===== src/lscn_pkg.sv =====
`timescale 1ns / 1ps

package lscn_pkg;

    // Widths fixed by the item fields.
    localparam int OP_W     = 2;
    localparam int CH_W     = 3;
    localparam int SAMPLE_W = 16;
    localparam int PCT_W    = 16;
    localparam int STATUS_W = 2;

    // Background-subtracted sample and calibration levels.
    localparam int NET_W  = SAMPLE_W + 1;
    // Span and numerator before scaling.
    localparam int SPAN_W = NET_W + 1;
    // Numerator scaled by 100, signed, and its magnitude.
    localparam int PROD_W = SPAN_W + 7;
    localparam int MAG_W  = PROD_W - 1;
    // Divider iteration counter.
    localparam int CNT_W  = $clog2(MAG_W);

    // Entries in the queue between front and back.
    localparam int QUEUE_DEPTH = 2;
    localparam int QPTR_W      = $clog2(QUEUE_DEPTH);

    // Opcodes.
    localparam logic [OP_W-1:0] OP_BACKGROUND = 2'd0;
    localparam logic [OP_W-1:0] OP_CAL_FIRST  = 2'd1;
    localparam logic [OP_W-1:0] OP_CAL_UPDATE = 2'd2;
    localparam logic [OP_W-1:0] OP_MEASURE    = 2'd3;

    // Result status codes.
    localparam logic [STATUS_W-1:0] STATUS_OK        = 2'd0;
    localparam logic [STATUS_W-1:0] STATUS_ZERO_SPAN = 2'd1;
    localparam logic [STATUS_W-1:0] STATUS_SAT       = 2'd2;

    // Saturation bounds as quotient magnitudes.
    localparam logic [MAG_W-1:0] POS_LIMIT = 24'd32767;
    localparam logic [MAG_W-1:0] NEG_LIMIT = 24'd32768;
    localparam logic [PCT_W-1:0] PCT_MAX   = 16'h7FFF;
    localparam logic [PCT_W-1:0] PCT_MIN   = 16'h8000;

    // One classified measurement, ready for division.
    typedef struct packed {
        logic             neg;
        logic [MAG_W-1:0] mag;
        logic [SPAN_W-1:0] span;
        logic             zero;
        logic [CH_W-1:0]  ch;
    } t_meas;

    // Back end sequencer states.
    typedef enum logic [1:0] {
        BK_IDLE,
        BK_DIVIDE,
        BK_FINISH
    } t_back_state;

endpackage


===== src/lscn_intf.sv =====
`timescale 1ns / 1ps

// Request channel carrying one sensor item.
interface lscn_in_if;
    logic                          valid;
    logic                          ready;
    logic [lscn_pkg::OP_W-1:0]     opcode;
    logic [lscn_pkg::CH_W-1:0]     channel;
    logic [lscn_pkg::SAMPLE_W-1:0] sample;

    modport source (output valid, output opcode, output channel, output sample,
                    input ready);
    modport sink (input valid, input opcode, input channel, input sample,
                  output ready);
endinterface

// Result channel carrying one normalized reading.
interface lscn_out_if;
    logic                          valid;
    logic                          ready;
    logic signed [lscn_pkg::PCT_W-1:0] percent;
    logic [lscn_pkg::STATUS_W-1:0] status;
    logic [lscn_pkg::CH_W-1:0]     result_channel;

    modport source (output valid, output percent, output status,
                    output result_channel, input ready);
    modport sink (input valid, input percent, input status,
                  input result_channel, output ready);
endinterface


===== src/line_sensor_calibrate_normalize.sv =====
`timescale 1ns / 1ps
// Channel    Dir  Fields                              Results
// i_item     in   opcode, channel, sample             none, or one for a measurement
// o_result   out  percent, status, result_channel     one per in-range measurement
//
// Background and calibration requests retire one per cycle in the front stage, unless a
// measurement held ahead of them waits on a full queue. A measurement passes through the
// front holding stage, the queue, 24 iterations of the shared restoring divider, and the
// hand-off to the output register. A zero span skips the divider. The back end takes no new
// measurement from the queue until the last one has been handed to the output register.
// Reset is synchronous and active low; it clears all per-channel levels to zero.
// A stalled output holds the result; the two-entry queue lets the front keep working.

module line_sensor_calibrate_normalize #(
    parameter int CHANNELS    = 6,
    parameter int SAMPLE_BITS = 16
) (
    input  logic        i_clk,
    input  logic        i_rst_n,
    lscn_in_if.sink     i_item,
    lscn_out_if.source  o_result
);

    logic            q_push;
    logic            q_pop;
    logic            q_full;
    logic            q_empty;
    lscn_pkg::t_meas q_push_data;
    lscn_pkg::t_meas q_pop_data;

    lscn_front #(
        .CHANNELS    (CHANNELS),
        .SAMPLE_BITS (SAMPLE_BITS)
    ) u_front (
        .i_clk       (i_clk),
        .i_rst_n     (i_rst_n),
        .i_item      (i_item),
        .i_full      (q_full),
        .o_push      (q_push),
        .o_push_data (q_push_data)
    );

    lscn_queue u_queue (
        .i_clk       (i_clk),
        .i_rst_n     (i_rst_n),
        .i_push      (q_push),
        .i_push_data (q_push_data),
        .i_pop       (q_pop),
        .o_pop_data  (q_pop_data),
        .o_full      (q_full),
        .o_empty     (q_empty)
    );

    lscn_back u_back (
        .i_clk    (i_clk),
        .i_rst_n  (i_rst_n),
        .i_entry  (q_pop_data),
        .i_empty  (q_empty),
        .o_pop    (q_pop),
        .o_result (o_result)
    );

    // The front never writes a full queue.
    assert property (@(posedge i_clk) disable iff (!i_rst_n) !(q_push && q_full))
        else $error("measurement pushed into a full queue");

    // The back never takes from an empty queue.
    assert property (@(posedge i_clk) disable iff (!i_rst_n) !(q_pop && q_empty))
        else $error("measurement popped from an empty queue");

    // A zero span always reports a zero reading.
    assert property (@(posedge i_clk) disable iff (!i_rst_n)
        (o_result.valid && o_result.status == lscn_pkg::STATUS_ZERO_SPAN)
            |-> (o_result.percent == '0))
        else $error("zero span result with nonzero reading");

    // A saturated result sits on one of the two bounds.
    assert property (@(posedge i_clk) disable iff (!i_rst_n)
        (o_result.valid && o_result.status == lscn_pkg::STATUS_SAT)
            |-> (o_result.percent == $signed(lscn_pkg::PCT_MAX)
                 || o_result.percent == $signed(lscn_pkg::PCT_MIN)))
        else $error("saturated result off the bounds");

endmodule


===== src/lscn_front.sv =====
`timescale 1ns / 1ps

module lscn_front #(
    parameter int CHANNELS    = 6,
    parameter int SAMPLE_BITS = 16
) (
    input  logic              i_clk,
    input  logic              i_rst_n,
    lscn_in_if.sink           i_item,
    input  logic              i_full,
    output logic              o_push,
    output lscn_pkg::t_meas   o_push_data
);

    localparam int IDX_W = (CHANNELS > 1) ? $clog2(CHANNELS) : 1;
    localparam logic [lscn_pkg::SAMPLE_W-1:0] SAMPLE_MASK =
        lscn_pkg::SAMPLE_W'((17'd1 << SAMPLE_BITS) - 17'd1);

    // Input holding stage.
    logic                              r_hold_v;
    logic [lscn_pkg::OP_W-1:0]         r_op;
    logic [lscn_pkg::CH_W-1:0]         r_ch;
    logic [lscn_pkg::SAMPLE_W-1:0]     r_sample;

    // Per-channel levels.
    logic [lscn_pkg::SAMPLE_W-1:0]     r_bg  [CHANNELS];
    logic signed [lscn_pkg::NET_W-1:0] r_min [CHANNELS];
    logic signed [lscn_pkg::NET_W-1:0] r_max [CHANNELS];

    logic [IDX_W-1:0]                  idx;
    logic                              ch_ok;
    logic                              go;
    logic [lscn_pkg::SAMPLE_W-1:0]     smp;
    logic [lscn_pkg::SAMPLE_W-1:0]     bg;
    logic signed [lscn_pkg::NET_W-1:0] cur_min;
    logic signed [lscn_pkg::NET_W-1:0] cur_max;
    logic signed [lscn_pkg::NET_W-1:0] net;
    logic signed [lscn_pkg::SPAN_W-1:0] numer;
    logic signed [lscn_pkg::SPAN_W-1:0] span;
    logic signed [lscn_pkg::PROD_W-1:0] numer_x;
    logic signed [lscn_pkg::PROD_W-1:0] prod;
    logic signed [lscn_pkg::PROD_W-1:0] prod_abs;

    // Read the levels of the held channel.
    assign idx     = IDX_W'(r_ch);
    assign ch_ok   = (5'(r_ch) < 5'(CHANNELS));
    assign smp     = r_sample & SAMPLE_MASK;
    assign bg      = r_bg[idx];
    assign cur_min = r_min[idx];
    assign cur_max = r_max[idx];
    assign net     = $signed({1'b0, smp}) - $signed({1'b0, bg});

    // The held item retires unless it is an in-range measurement facing a full queue.
    // No request is taken while reset is asserted.
    assign go = r_hold_v && (!ch_ok || (r_op != lscn_pkg::OP_MEASURE) || !i_full);
    assign i_item.ready = i_rst_n && (!r_hold_v || go);

    // Measurement operands: scaled numerator and calibration span.
    assign numer    = lscn_pkg::SPAN_W'(net) - lscn_pkg::SPAN_W'(cur_min);
    assign span     = lscn_pkg::SPAN_W'(cur_max) - lscn_pkg::SPAN_W'(cur_min);
    assign numer_x  = lscn_pkg::PROD_W'(numer);
    assign prod     = (numer_x <<< 6) + (numer_x <<< 5) + (numer_x <<< 2);
    assign prod_abs = prod[lscn_pkg::PROD_W-1] ? -prod : prod;

    assign o_push           = go && ch_ok && (r_op == lscn_pkg::OP_MEASURE);
    assign o_push_data.neg  = prod[lscn_pkg::PROD_W-1];
    assign o_push_data.mag  = prod_abs[lscn_pkg::MAG_W-1:0];
    assign o_push_data.span = span;
    assign o_push_data.zero = (span == '0);
    assign o_push_data.ch   = r_ch;

    // Holding stage control.
    always_ff @(posedge i_clk) begin
        if (!i_rst_n) begin
            r_hold_v <= 1'b0;
        end else if (i_item.valid && i_item.ready) begin
            r_hold_v <= 1'b1;
        end else if (go) begin
            r_hold_v <= 1'b0;
        end
    end

    // Holding stage payload.
    always_ff @(posedge i_clk) begin
        if (i_item.valid && i_item.ready) begin
            r_op     <= i_item.opcode;
            r_ch     <= i_item.channel;
            r_sample <= i_item.sample;
        end
    end

    // Background capture and calibration updates.
    always_ff @(posedge i_clk) begin
        if (!i_rst_n) begin
            for (int i = 0; i < CHANNELS; i++) begin
                r_bg[i]  <= '0;
                r_min[i] <= '0;
                r_max[i] <= '0;
            end
        end else if (go && ch_ok) begin
            unique case (r_op)
                lscn_pkg::OP_BACKGROUND: begin
                    r_bg[idx] <= smp;
                end
                lscn_pkg::OP_CAL_FIRST: begin
                    r_min[idx] <= net;
                    r_max[idx] <= net;
                end
                lscn_pkg::OP_CAL_UPDATE: begin
                    if (net > cur_max) begin
                        r_max[idx] <= net;
                    end else if (net < cur_min) begin
                        r_min[idx] <= net;
                    end
                end
                default: begin
                end
            endcase
        end
    end

endmodule


===== src/lscn_queue.sv =====
`timescale 1ns / 1ps

module lscn_queue (
    input  logic            i_clk,
    input  logic            i_rst_n,
    input  logic            i_push,
    input  lscn_pkg::t_meas i_push_data,
    input  logic            i_pop,
    output lscn_pkg::t_meas o_pop_data,
    output logic            o_full,
    output logic            o_empty
);

    lscn_pkg::t_meas                r_entry [lscn_pkg::QUEUE_DEPTH];
    logic [lscn_pkg::QPTR_W-1:0]    r_wr_ptr;
    logic [lscn_pkg::QPTR_W-1:0]    r_rd_ptr;
    logic [lscn_pkg::QPTR_W:0]      r_count;

    assign o_full     = (r_count == (lscn_pkg::QPTR_W + 1)'(lscn_pkg::QUEUE_DEPTH));
    assign o_empty    = (r_count == '0);
    assign o_pop_data = r_entry[r_rd_ptr];

    // Pointers and fill count.
    always_ff @(posedge i_clk) begin
        if (!i_rst_n) begin
            r_wr_ptr <= '0;
            r_rd_ptr <= '0;
            r_count  <= '0;
        end else begin
            if (i_push) begin
                r_wr_ptr <= r_wr_ptr + 1'b1;
            end
            if (i_pop) begin
                r_rd_ptr <= r_rd_ptr + 1'b1;
            end
            if (i_push && !i_pop) begin
                r_count <= r_count + 1'b1;
            end else if (i_pop && !i_push) begin
                r_count <= r_count - 1'b1;
            end
        end
    end

    // Entry storage.
    always_ff @(posedge i_clk) begin
        if (i_push) begin
            r_entry[r_wr_ptr] <= i_push_data;
        end
    end

endmodule


===== src/lscn_back.sv =====
`timescale 1ns / 1ps

module lscn_back (
    input  logic            i_clk,
    input  logic            i_rst_n,
    input  lscn_pkg::t_meas i_entry,
    input  logic            i_empty,
    output logic            o_pop,
    lscn_out_if.source      o_result
);

    lscn_pkg::t_back_state            r_state;
    lscn_pkg::t_back_state            n_state;

    logic [lscn_pkg::SPAN_W-1:0]      r_rem;
    logic [lscn_pkg::MAG_W-1:0]       r_quo;
    logic [lscn_pkg::SPAN_W-1:0]      r_div;
    logic                             r_neg;
    logic                             r_zero;
    logic [lscn_pkg::CH_W-1:0]        r_ch;
    logic [lscn_pkg::CNT_W-1:0]       r_cnt;

    logic                             r_out_valid;
    logic [lscn_pkg::PCT_W-1:0]       r_pct;
    logic [lscn_pkg::STATUS_W-1:0]    r_status;
    logic [lscn_pkg::CH_W-1:0]        r_out_ch;

    logic                             load_out;
    logic [lscn_pkg::SPAN_W:0]        trial;
    logic                             fits;
    logic [lscn_pkg::SPAN_W:0]        diff;
    logic                             pos_sat;
    logic                             neg_sat;
    logic [lscn_pkg::PCT_W-1:0]       pct;
    logic [lscn_pkg::STATUS_W-1:0]    status;

    // Next state.
    always_comb begin
        n_state = r_state;
        unique case (r_state)
            lscn_pkg::BK_IDLE: begin
                if (!i_empty) begin
                    n_state = i_entry.zero ? lscn_pkg::BK_FINISH : lscn_pkg::BK_DIVIDE;
                end
            end
            lscn_pkg::BK_DIVIDE: begin
                if (r_cnt == lscn_pkg::CNT_W'(lscn_pkg::MAG_W - 1)) begin
                    n_state = lscn_pkg::BK_FINISH;
                end
            end
            lscn_pkg::BK_FINISH: begin
                if (load_out) begin
                    n_state = lscn_pkg::BK_IDLE;
                end
            end
            default: begin
                n_state = lscn_pkg::BK_IDLE;
            end
        endcase
    end

    // Sequencer outputs.
    always_comb begin
        o_pop    = 1'b0;
        load_out = 1'b0;
        unique case (r_state)
            lscn_pkg::BK_IDLE:   o_pop    = !i_empty;
            lscn_pkg::BK_FINISH: load_out = !r_out_valid || o_result.ready;
            default: begin
            end
        endcase
    end

    always_ff @(posedge i_clk) begin
        if (!i_rst_n) begin
            r_state <= lscn_pkg::BK_IDLE;
        end else begin
            r_state <= n_state;
        end
    end

    // One restoring division step: one quotient bit per cycle.
    assign trial = {r_rem, r_quo[lscn_pkg::MAG_W-1]};
    assign diff  = trial - {1'b0, r_div};
    assign fits  = (trial >= {1'b0, r_div});

    always_ff @(posedge i_clk) begin
        if (o_pop) begin
            r_rem  <= '0;
            r_quo  <= i_entry.zero ? '0 : i_entry.mag;
            r_div  <= i_entry.span;
            r_neg  <= i_entry.neg;
            r_zero <= i_entry.zero;
            r_ch   <= i_entry.ch;
            r_cnt  <= '0;
        end else if (r_state == lscn_pkg::BK_DIVIDE) begin
            r_rem <= fits ? diff[lscn_pkg::SPAN_W-1:0] : trial[lscn_pkg::SPAN_W-1:0];
            r_quo <= {r_quo[lscn_pkg::MAG_W-2:0], fits};
            r_cnt <= r_cnt + 1'b1;
        end
    end

    // Sign, saturation and zero span handling of the finished quotient.
    assign pos_sat = !r_neg && (r_quo > lscn_pkg::POS_LIMIT);
    assign neg_sat = r_neg && (r_quo > lscn_pkg::NEG_LIMIT);

    always_comb begin
        if (r_zero) begin
            pct    = '0;
            status = lscn_pkg::STATUS_ZERO_SPAN;
        end else if (pos_sat) begin
            pct    = lscn_pkg::PCT_MAX;
            status = lscn_pkg::STATUS_SAT;
        end else if (neg_sat) begin
            pct    = lscn_pkg::PCT_MIN;
            status = lscn_pkg::STATUS_SAT;
        end else if (r_neg) begin
            pct    = ~r_quo[lscn_pkg::PCT_W-1:0] + 16'd1;
            status = lscn_pkg::STATUS_OK;
        end else begin
            pct    = r_quo[lscn_pkg::PCT_W-1:0];
            status = lscn_pkg::STATUS_OK;
        end
    end

    // Output register.
    always_ff @(posedge i_clk) begin
        if (!i_rst_n) begin
            r_out_valid <= 1'b0;
        end else if (load_out) begin
            r_out_valid <= 1'b1;
        end else if (o_result.ready) begin
            r_out_valid <= 1'b0;
        end
    end

    always_ff @(posedge i_clk) begin
        if (load_out) begin
            r_pct    <= pct;
            r_status <= status;
            r_out_ch <= r_ch;
        end
    end

    assign o_result.valid          = r_out_valid;
    assign o_result.percent        = $signed(r_pct);
    assign o_result.status         = r_status;
    assign o_result.result_channel = r_out_ch;

endmodule

===== src/flat_wrapper.sv =====
// flat-port wrapper written by rule: the top's interface ports become plain ports
module line_sensor_calibrate_normalize_flat 
#(
    parameter int CHANNELS    = 6,
    parameter int SAMPLE_BITS = 16
)
  (i_clk, i_rst_n, i_item_valid, i_item_opcode, i_item_channel, i_item_sample, i_item_ready, o_result_valid, o_result_percent, o_result_status, o_result_result_channel, o_result_ready);
  lscn_in_if i_item_i ();
  lscn_out_if o_result_i ();
  input  logic i_clk;
  input  logic i_rst_n;
  input wire logic [$bits(i_item_i.valid)-1:0] i_item_valid;
  input wire logic [$bits(i_item_i.opcode)-1:0] i_item_opcode;
  input wire logic [$bits(i_item_i.channel)-1:0] i_item_channel;
  input wire logic [$bits(i_item_i.sample)-1:0] i_item_sample;
  output wire logic [$bits(i_item_i.ready)-1:0] i_item_ready;
  output wire logic [$bits(o_result_i.valid)-1:0] o_result_valid;
  output wire logic [$bits(o_result_i.percent)-1:0] o_result_percent;
  output wire logic [$bits(o_result_i.status)-1:0] o_result_status;
  output wire logic [$bits(o_result_i.result_channel)-1:0] o_result_result_channel;
  input wire logic [$bits(o_result_i.ready)-1:0] o_result_ready;
  assign i_item_i.valid = i_item_valid;
  assign i_item_i.opcode = i_item_opcode;
  assign i_item_i.channel = i_item_channel;
  assign i_item_i.sample = i_item_sample;
  assign i_item_ready = i_item_i.ready;
  assign o_result_valid = o_result_i.valid;
  assign o_result_percent = o_result_i.percent;
  assign o_result_status = o_result_i.status;
  assign o_result_result_channel = o_result_i.result_channel;
  assign o_result_i.ready = o_result_ready;
  line_sensor_calibrate_normalize #(.CHANNELS(CHANNELS), .SAMPLE_BITS(SAMPLE_BITS)) u_core (.i_clk(i_clk), .i_rst_n(i_rst_n), .i_item(i_item_i), .o_result(o_result_i));
endmodule

===== config.mk =====
export PLATFORM = sky130hd
export DESIGN_NAME = line_sensor_calibrate_normalize_flat
export DESIGN_NICKNAME = d
export VERILOG_FILES = /design/src/lscn_pkg.sv /design/src/lscn_intf.sv /design/src/line_sensor_calibrate_normalize.sv /design/src/lscn_front.sv /design/src/lscn_queue.sv /design/src/lscn_back.sv /design/src/flat_wrapper.sv
export SDC_FILE = /design/constraint.sdc
export NUM_CORES = 1
export LEC_CHECK = 0
export BUFFER_PORTS_ARGS = -buffer_cell sky130_fd_sc_hd__buf_4
export CAP_MARGIN = 10
export CORE_MARGIN = 2
export CORE_UTILIZATION = 35
export DETAILED_ROUTE_END_ITERATION = 16
export HOLD_SLACK_MARGIN = 0.12
export SKIP_CTS_REPAIR_TIMING = 1
export SYNTH_ARGS = -nofsm -noshare
export SYNTH_HDL_FRONTEND = slang
export SYNTH_SLANG_ARGS = --single-unit

===== constraint.sdc =====
create_clock -name i_clk -period 12.15 [get_ports i_clk]
set_clock_uncertainty 0.15 [all_clocks]
set_input_delay 2.43 -clock i_clk [delete_from_list [all_inputs] [get_ports i_clk]]
set_output_delay 2.43 -clock i_clk [all_outputs]
set_load 0.02 [all_outputs]

==> results.txt <==
The fraction of met3 tracks used by global routing is 0.0405. The worst reg-to-reg setup slack came out at 2.17 ns. The die covers 0.0906 mm^2. The post-route minimum period came out at 9.98 ns. The number of nets with antenna violations after routing is 0.

The area taken by multi-input logic gates is 0.0121 mm^2. The static leakage power is 12.7 nW. The worst hold path terminates at u_core.u_back.o_result.result_channel[2].

After routing, the total negative slack on setup checks comes to 0 ns. The async set-reset flop share out of synthesis came out at 0. The length in cells of the worst reg-to-reg path came out at 29. The final cell utilization of the core came out at 0.402. The final estimated routing congestion in global placement is 0.885. The first global-routing pass estimated 115000 um of wire.

The number of distinct library cell variants in the gate-level netlist after synthesis came out at 86. The share of final-layout standard cells stronger than drive strength 1 came out at 0.147. After the flow finishes, the layout carries non-filler instances totaling 3658.

In this run the cell area of the synthesized design comes to 0.0309 mm^2. The worst hold path begins at u_core.u_back.r_ch[2]. The area occupied by registers came out at 0.0181 mm^2. By startpoint and endpoint, the worst setup path is classified as flop to flop. In this run the core area contains 108 standard-cell rows.

The remaining routing DRC violations came out at 0. The tightest min-delay check is of the flop to flop type. The arrival time at the worst endpoint came out at 10.19 ns. The count of input and output buffers came out at 47. The number of global-route vias before repair came out at 19700. The synthesized flop and latch total is 614.

The chip width is 301 um. The instance count of the mapped netlist is 2326. TritonCTS built the clock tree. The starting utilization of the core area is 0.354. The total clock sinks came out at 614. The kind of end point of the critical path is a flop. In the global route stage, met2 resource usage came out at 0.270. The library cell used most frequently in the layout, excluding fill and tap cells, is sky130_fd_sc_hd__edfxtp_1.

The die is 301 um tall. Setup repair after global routing left no endpoint under its margin. Clock latency on the worst-skew pair, taken at its later pin, is 0.64 ns. The depth of the critical timing path with buffers and inverters included is 29. The total placed cells including tap cells is 3534. The detailed placement HPWL came out at 48600 um.

In this run the number of H-tree levels came out at 3. The detailed-route wire length is 75300 um. The number of antenna diodes in the final layout is 0. For this run, global-route usage on met1 was measured as 0.214. The number of buffer and inverter stages on the critical path is 4. The initial antenna violation count is 0. The number of fillers in the final layout came out at 8100. The number of search-and-repair iterations in the first detailed-routing pass is 6. The TritonCTS buffer count is 67. The part of the Yosys area used for sequential elements came out at 0.586. The clock slew seen by the registers of the worst setup and hold paths came out at 0.06 ns. The total global routing overflow is 0. In this run the critical register-to-register path is captured at u_core.u_queue.r_entry[0][45]. The number of cells on the worst hold path came out at 0. At the worst endpoint, the required time is 12.36 ns. The via-per-instance ratio is 5.37. The synthesized design contains 579 enable-type register cells. The fmax is 100 MHz. 48 I/O pins were placed. Max-cap violations in this run came to 0. The final hold violation count came out at 0. The worst ir drop on vdd is 0.000373 V. The per-cell routed wire length came out at 20.6 um. The core region is 0.0872 mm^2. For this design, the slowest cell found on the critical path is sky130_fd_sc_hd__dfxtp_4. After global routing, the most crowded layer is met2. The tree is rooted in a sky130_fd_sc_hd__clkbuf_16. The combined global-route utilization of all metal layers came out at 0.166. In the synthesized netlist the dominant register cell turns out to be sky130_fd_sc_hd__edfxtp_1.

The via count came out at 19600. The normalized max-slew margin came out at 0.233. The final period utilization came out at 0.821. The library cells used most frequently in the layout, excluding fill and tap cells, are sky130_fd_sc_hd__edfxtp_1, sky130_fd_sc_hd__nand2_1, sky130_fd_sc_hd__nor2_1. The maximum number of pins on one net before global-route repair is 103. The number of max-slew violations in the final report came out at 0. The maximum cell stage delay along the critical path came out at 1.01 ns. The slew at the pin with the worst max-slew slack came out at 1.15 ns. The synthesis-to-finish area growth is 13.6%. The per-instance average area after synthesis came out at 13.3 um^2. The number of nets in the layout is 2596. Counting along the longest clock path gives a buffer depth of 3. The worst setup path is launched from a flop. The number of violations reported at the end of detailed-routing iteration 0 came out at 1589. For this run, the number of Yosys warnings is 0. In this design, the largest share of critical-path delay is due to compound AO/OA/AOI/OAI gates. Along the worst path, the maximum fanout reaches 46. The areal power density over the cells is 300 mW/mm^2.

The flow ran to the end, and the final reports show no timing, DRC or antenna violations. Setup violations remaining at the end of the flow were counted as 0.
logic make-up after synthesis:
group | Yosys count | share of synthesized area
multiplexers | 196 | 0.105
XOR/XNOR | 116 | 0.0338
other | 1 | 0.000121
flip-flops | 614 | 0.586
AO/OA/AOI/OAI | 336 | 0.0753
buffers and inverters | 267 | 0.0359
adder cells (fa/ha/maj) | 123 | 0.0534
AND/OR/NAND/NOR | 673 | 0.111
worst max-delay path by stage:
| stage | startpoint | slack (ns) | to |
|---|---|---|---|
| after detailed placement | flop | 2.12 | u_core.u_queue.r_entry[1][45] |
| after CTS | flop | 2.10 | u_core.u_queue.r_entry[0][45] |
| after global routing | flop | 1.35 | u_core.u_queue.r_entry[0][45] |
| final | flop | 2.17 | u_core.u_queue.r_entry[0][45] |
| after floorplan | flop | 2.88 | u_core.u_queue.r_entry[0][45] |
| after global placement | flop | 2.30 | u_core.u_queue.r_entry[0][45] |
synth_stat cells, types with 10 or more instances:
cell	count	area (um^2)
sky130_fd_sc_hd__a211oi_1	10	75.1
sky130_fd_sc_hd__a21o_1	32	240
sky130_fd_sc_hd__a21oi_1	69	345
sky130_fd_sc_hd__a221o_1	10	100
sky130_fd_sc_hd__and2_1	58	363
sky130_fd_sc_hd__buf_1	19	71.3
sky130_fd_sc_hd__buf_2	24	120
sky130_fd_sc_hd__clkbuf_1	88	330
sky130_fd_sc_hd__dfxtp_1	35	701
sky130_fd_sc_hd__edfxtp_1	579	17400
sky130_fd_sc_hd__fa_1	15	300
sky130_fd_sc_hd__ha_1	106	1330
sky130_fd_sc_hd__inv_1	120	450
sky130_fd_sc_hd__mux2_2	26	293
sky130_fd_sc_hd__mux2i_1	69	691
sky130_fd_sc_hd__mux4_2	100	2250
sky130_fd_sc_hd__nand2_1	137	514
sky130_fd_sc_hd__nand2b_1	18	113
sky130_fd_sc_hd__nand3_1	29	145
sky130_fd_sc_hd__nand4_1	10	62.6
sky130_fd_sc_hd__nor2_1	131	492
sky130_fd_sc_hd__nor2b_1	15	93.8
sky130_fd_sc_hd__nor3_1	130	651
sky130_fd_sc_hd__nor4_1	92	576
sky130_fd_sc_hd__o211ai_1	10	75.1
sky130_fd_sc_hd__o21a_1	16	120
sky130_fd_sc_hd__o21ai_0	61	305
sky130_fd_sc_hd__o21bai_1	12	90.1
sky130_fd_sc_hd__o31ai_1	27	203
sky130_fd_sc_hd__or3_1	19	119
sky130_fd_sc_hd__xnor2_1	74	648
sky130_fd_sc_hd__xor2_1	40	350
stage by stage:
step | total power [mW] | hold slack (ns) | instance area (um^2) | setup slack (ns)
3_5_place_dp | 8.52 | 0.287 | 32900 | 2.12
6_report | 10.5 | 0.294 | 35100 | 2.17
5_1_grt | 11.3 | 0.313 | 35100 | 1.35
3_3_place_gp | 8.40 | 0.281 | 32900 | 2.30
4_1_cts | 10.6 | 0.301 | 35000 | 2.10
2_1_floorplan | 7.31 | 0.250 | 31200 | 2.88
report_power, final:
part           switching [mW]  leakage (nW)  internal [mW]
logic                    3.23          5.68           2.12
registers               0.140          5.99           3.03
clock network           0.878          1.05           1.13
area by class of cell:
| class | instances | share of cell area |
|---|---|---|
| flip-flops and latches | 614 | 0.516 |
| multi-input cells | 1544 | 0.346 |
| clock buffers | 84 | 0.0496 |
| well taps | 1155 | 0.0412 |
| repair buffers | 100 | 0.0215 |
| inverters | 123 | 0.0132 |
| clock inverters | 38 | 0.0121 |
worst register-to-register path: cells and delay by family (launching register included):
kind / cells / cell delay (ns)
adders and majority gates: 4 / 1.53
DFF: 1 / 1.01
AOI/OAI and AO/OA: 11 / 2.47
and+or+nand+nor: 4 / 1.25
xor gates and xnor gates: 4 / 1.50
buffers and inverters: 4 / 1.05
muxes: 2 / 0.74
sequential cells by signal (all words and copies together) (netlist names), 2 cells and up, named ones only:
name,count
u_core.u_back.r_state,2
u_core.u_back.r_ch,3
u_core.u_front.r_max,136
u_core.u_back.r_quo,24
u_core.u_front.r_min,136
u_core.u_back.r_div,18
u_core.u_back.o_result.status,2
u_core.u_front.r_sample,16
u_core.u_back.o_result.result_channel,3
u_core.u_front.r_bg,128
u_core.u_back.r_rem,18
u_core.u_queue.r_entry,90
u_core.u_queue.r_count,2
u_core.u_front.r_op,2
u_core.u_back.o_result.percent,16
u_core.u_front.idx,3
u_core.u_back.r_cnt,5
metal layers:
layer,routed length [um],vias to the layer above
li1,-,9035
met1,31900,9801
met2,35300,672
met3,5560,137
met4,2520,0
met5,0,-
(Power assumes the default switching activity.)
